## config.mk

```make
export PLATFORM = sky130hd
export DESIGN_NAME = glc_cell
export DESIGN_NICKNAME = d
export VERILOG_FILES = /design/src/glc_pkg.sv /design/src/glc_cell.sv
export SDC_FILE = /design/constraint.sdc
export NUM_CORES = 2
export LEC_CHECK = 0
export BUFFER_PORTS_ARGS = -buffer_cell sky130_fd_sc_hd__buf_2
export CORE_ASPECT_RATIO = 1.1
export CORE_UTILIZATION = 28
export DETAILED_ROUTE_END_ITERATION = 12
export GPL_TIMING_DRIVEN = 0
export PLACE_DENSITY = 0.46
export SLEW_MARGIN = 20
export SYNTH_ARGS = -nofsm -noshare
export SYNTH_HDL_FRONTEND = slang
export SYNTH_SLANG_ARGS = --single-unit
```

## constraint.sdc

```tcl
create_clock -name clk -period 9.7 [get_ports clk]
set_input_delay 1.94 -clock clk [delete_from_list [all_inputs] [get_ports clk]]
set_output_delay 1.94 -clock clk [all_outputs]
set_load 0.01 [all_outputs]
```

## src/glc_pkg.sv

```systemverilog
package glc_pkg;

  localparam int MaxVariants = 256;
  localparam int MaxClusters = 64;
  localparam int AlleleBits  = 8;

  localparam int PosBits   = $clog2(MaxVariants);
  localparam int LenBits   = $clog2(MaxVariants + 1);
  localparam int IdxBits   = $clog2(MaxClusters);
  localparam int CountBits = $clog2(MaxClusters + 1);
  localparam int ThrBits   = 17;
  localparam int LimitBits = ThrBits + LenBits;

  localparam logic [1:0] RegThreshold = 2'd0;
  localparam logic [1:0] RegImpute    = 2'd1;
  localparam logic [1:0] RegLength    = 2'd2;

  typedef enum logic [1:0] {
    S_IDLE,
    S_SWEEP,
    S_DRAIN
  } state_t;

  typedef struct packed {
    logic                  valid;
    logic                  first;
    logic                  last;
    logic                  scored;
    logic [PosBits-1:0]    pos;
    logic [AlleleBits-1:0] allele;
    logic                  found;
    logic [IdxBits-1:0]    idx;
  } word_t;

endpackage

```

## src/glc_cell.sv

```systemverilog
module glc_cell (
  input  logic                          clk,
  input  logic                          rst,
  input  logic [glc_pkg::IdxBits-1:0]   cell_id,
  input  logic [glc_pkg::CountBits-1:0] cluster_count,
  input  logic [glc_pkg::LimitBits-1:0] limit,
  input  glc_pkg::word_t                word_in,
  output glc_pkg::word_t                word_out
);

  logic [glc_pkg::AlleleBits-1:0] mem [glc_pkg::MaxVariants];
  logic [glc_pkg::AlleleBits-1:0] rd_data;
  glc_pkg::word_t                 stage;
  logic [glc_pkg::LenBits-1:0]    mismatches;
  logic [glc_pkg::LenBits-1:0]    total;
  logic                           active;
  logic                           target;
  logic                           match;

  assign active = {1'b0, cell_id} < cluster_count;
  assign target = {1'b0, cell_id} == cluster_count;

  always_ff @(posedge clk) begin
    if (word_in.valid && target) begin
      mem[word_in.pos] <= word_in.allele;
    end
    rd_data <= mem[word_in.pos];
  end

  always_ff @(posedge clk) begin
    if (rst) begin
      stage.valid <= 1'b0;
    end else begin
      stage <= word_in;
    end
    if (stage.valid) begin
      mismatches <= total;
    end
  end

  always_comb begin
    total = (stage.first ? '0 : mismatches)
          + {{(glc_pkg::LenBits-1){1'b0}}, (stage.scored && (rd_data != stage.allele))};
    match = {{(glc_pkg::LimitBits-glc_pkg::LenBits-16){1'b0}}, total, 16'd0} <= limit;
    word_out = stage;
    if (stage.valid && stage.last && !stage.found && active && match) begin
      word_out.found = 1'b1;
      word_out.idx   = cell_id;
    end
  end

endmodule

```

# Yosys cells after proc, flatten, opt, wreduce, memory -nomap -nowiden
# Memory sizes are Yosys's and may differ from the RTL's. A register that Yosys moved wholly into a read port is not among the register bits.
# Index checks and enable logic that the tools add are counted.
[totals]
reg_bits = 36
ramBits = 2048
input_bits = 68
out_inout_bits = 27
word_cells = 26
mem_count = 1
[op_classes]
addsub = 1
order_cmp = 2
n_eq_ne = 2
muxes = 4
n_reduce_logical = 7
[memory_table]
columns = ["memory", "depth", "word_bits", "rd", "rd_ports_with_merged_regs", "write_ports", "line", "source"]
rows = [
  ["mem", 256, 8, 1, 1, 1, "glc_cell.sv:11", "logic [glc_pkg::AlleleBits-1:0] mem [glc_pkg::MaxVariants];"],
]
[ops]
columns = ["op", "count"]
rows = [
  ["25-bit by 26-bit less-or-equal comparator with 1-bit output", 1],
  ["9-bit by 1-bit adder with 9-bit output", 1],
  ["9-bit 2-to-1 mux", 1],
  ["8-bit inequality test", 1],
  ["6-bit by 7-bit == test with 1-bit output", 1],
  ["6-bit by 7-bit less-than comparator with 1-bit output", 1],
  ["7-bit 2-to-1 mux", 1],
  ["1-bit logical AND", 6],
  ["1-bit 2-to-1 mux", 2],
  ["1-bit zero test", 1],
]

# Depth between registers and ports, before layout
[logic_depth]
word_depth = 6
ltp_mapped = 16
ltp_nobuf = 16

# Least setup slack after synthesis
# OpenSTA, ideal clock, no wires.
[synth_path]
path_type = "in2out"
startpoint = "input port limit[19] (netlist bit)"
endpoint = "output port word_out[0] (netlist bit)"
t_arrival_ps = 3795
required_ps = 7760
slack_ps = 3965
path_stages = 9
n_path_buf = 0
path_cell_list = "inv_1 > ha_1 > a21o_1 > a21o_1 > a211oi_1 > o22ai_1 > o41a_1 > nor4_4 > mux2_2"
[synth_rtl]
columns = ["element", "line", "source"]
rows = [
  ["from (decl)", "glc_cell.sv:6", "input logic [glc_pkg::LimitBits-1:0] limit,"],
  ["to (decl)", "glc_cell.sv:8", "output glc_pkg::word_t word_out"],
]

==> flow_summary.ini <==
[run_status]
outcome = complete, no violations

[synthesis]
synth_top_area_cell = edfxtp_1
asyncSetResetFlopFracSynth_pct = 0
synth_area_mm2 = 0.08031
post_synth_main_area_contributors = edfxtp_1 (78%), mux4_2 (14%), a22oi_1 (2.4%), nor2_1 (1.3%), a21oi_1 (0.82%)
yosysTopAreaCellShare_pct = 77.88
synth.avg_cell_area_um2 = 21.77
synthDistinctLibCells = 38
netlist_instances = 3689
ys_seq_elements = 2092
ys_seq_area_share_pct = 78.11
synth_warnings = 0
synth_edf_count = 2083
syn_nets = 3774
synth_ff_type = edfxtp_1

[cells_and_area]
layout_commonest_cell = edfxtp_1
seq_area_mm2 = 0.06273
fin_nets = 4135
drive_gt1_share_pct = 25.78
nFillCells = 26860
area_growth_pct = 16.61
multiInputGateArea_mm2 = 0.01645
final_cell_mix = edfxtp_1 (2083), mux4_2 (512), nor2_1 (268), a22oi_1 (256), clkbuf_16 (227)

[critical_path]
r2r-end = rd_data[7]
crit_chain = xor2_1, nor4_2, buf_2, a21boi_0, ha_1, ha_1, nand4_1, nor2_1, nand3_1, xor2_1, nor2_1, ha_1, nand4b_1, o41a_1, nor4_4, mux2_2, buf_2
start_kind = flip-flop
slowest_stage = edfxtp_1
critPathCaptureType = output port
crit_required_ps = 7760
r2r_slack_ps = 6700
cpMostUsedCell = ha_1
critPathMaxStageDelay_ps = 540
path_class = reg -> out
r2r-start = mem[175][7]
rr_worst_depth = 5
cp_max_fo = 7
cp.arrival_ps = 5420

[floorplanning]
fp.dieW_um = 512.6
die_area_mm2 = 0.2890
core_area_mm2 = 0.2845
die_h_um = 563.7
io_pins = 95
initial_core_util_pct = 28.23
rows = 205

[clocking]
htree_levels = 4
clk_pin_slew_worst_paths_ps = 60
cts_sinks = 2092
postCtsHoldBufs = 0
cts_buffer_depth = 4
cts_made_buffers = 225
post_cts_buffers = 0
cts_tree = done
cts_resized = 0
clk_latency_ps = 930
cts_root_buffer = clkbuf_16

[worst_hold_path]
min_to = mismatches[8]
holdPathStages = 2
worstHoldPathType = reg -> reg
holdCritStartpoint = mismatches[8]

[power_and_ir_drop]
p_leak_nw = 28.30
peakVddDrop_v = 0.0001343
power.density_mw_per_mm2 = 206.1

[global_routing]
grt_first_pass_wirelength_mm = 337.4
grt_overflow = 0
grt.total_usage_pct = 16.81
grt_pass1_vias = 40750
grt_max_degree = 121
grt_antenna_before_repair = 13

[sta]
slew_headroom_pct = 16.48
setup_slack_ps = 2343
setup_viol = 0
skew_ps = 108.5
finalCritPeriodShare_pct = 75.85
drv_slew = 0
tightest_slew_ps = 1250
clock.fmax_mhz = 135.9
rsz0062_at_grt = no
tns_ps = 0
hold_viol = 0
layout_min_cycle_time_ps = 7357

[drt]
routed_wl_mm = 245.9
ant_nets = 0
dr.pass1.iters = 9
drc = 0
route.vias.total = 39780
wire_per_inst_um = 30.89
detail_route.vias_per_cell = 4.998
drtIter0Drc = 4055

[placement]
place_congestion = 0.8720
dp_hpwl_mm = 164.7
portBuffers = 94
place_ws_ps = 2492

[flow_run]
cap_violations = 0
## registers in the layout, indices dropped and copies added, names as in the netlist
name	count
word_out	20
mem	2048
stage	7
rd_data	8
mismatches	9
## metrics by stage
step           power, mW  area, um^2  utilization (%)  hold slack, ps  std cells
5_1_grt            19.82       93640            32.92           763.9       7955
3_5_place_dp       11.16       86610            30.45           672.1       7549
6_report           19.31       93650            32.92           700.9       7960
2_1_floorplan      10.61       80310                -           597.5       3689
3_3_place_gp       11.15       85450            30.04           676.1       7509
4_1_cts            19.48       93620            32.91           685.5       7954
## cells in the mapped netlist, types with 11 or more instances
library cell	n
nand4_1	13
edfxtp_1	2083
buf_6	14
nand2_1	32
xor2_1	12
a22oi_1	256
buf_4	23
mux4_2	512
buf_2	41
clkbuf_1	151
nor2b_1	11
nor2_1	269
o41ai_1	32
buf_1	16
ha_1	17
inv_1	17
a21oi_1	131
## worst max-delay path by stage
stage	from	end	slack (ps)	depth (start not counted)
after floorplan	limit[19]	word_out[0]	3960	9
after global placement	word_in[18]	mem[123][3]	700	8
after detailed placement	word_in[16]	rd_data[7]	2490	9
after CTS	word_out[12]	word_out[5]	2130	17
after global routing	word_out[12]	word_out[5]	1990	17
final	word_out[13]	word_out[5]	2340	17
## metal layers
layer / vias up / track usage, % / share of wire, %
li1: 16330 / - / -
met1: 21680 / 22.43 / 42
met2: 1431 / 27.54 / 48
met3: 350 / 2.824 / 6.4
met4: 0 / 6.144 / 3.8
met5: - / 0 / 0
## final cells by class
class                   count  share of cell area (%)
multi-input cells        1335                   17.57
clock buffers             271                   6.242
diodes                      6                 0.01603
inverters                  17                 0.07081
repair buffers            134                   1.627
clock inverters           134                   1.244
plain buffers             245                   1.272
flip-flops and latches   2092                   66.98
well taps                3726                   4.978
## where the power goes
group	total (mW)	switching, mW	internal, mW
logic	0.983	0.656	0.327
clock network	8.35	3.60	4.75
registers	9.97	0.0170	9.96
## worst max-delay path, delay by kind of cell, from the launching register on
| kind | cells | cell delay [ps] |
|---|---|---|
| buffers and inverters | 2 | 320 |
| XOR/XNOR | 2 | 370 |
| AND/OR/NAND/NOR | 7 | 1170 |
| multiplexers | 1 | 420 |
| adder cells (fa/ha/maj) | 3 | 820 |
| flip-flops | 1 | 540 |
| AO/OA/AOI/OAI | 2 | 860 |
## cells by family (layout without fill, tap and decap cells)
kind of cell             Yosys count  count (layout)  share of synthesized area [%]
AND/OR/NAND/NOR                  356             356                          1.845
multiplexers                     518             518                          14.44
XOR/XNOR                          15              15                         0.1636
flip-flops                      2092            2092                          78.11
other                              0               6                              0
adder cells (fa/ha/maj)           17              17                         0.2648
buffers and inverters            262             801                          1.527
AO/OA/AOI/OAI                    429             429                          3.652
Power figures use the tool's default switching activity.
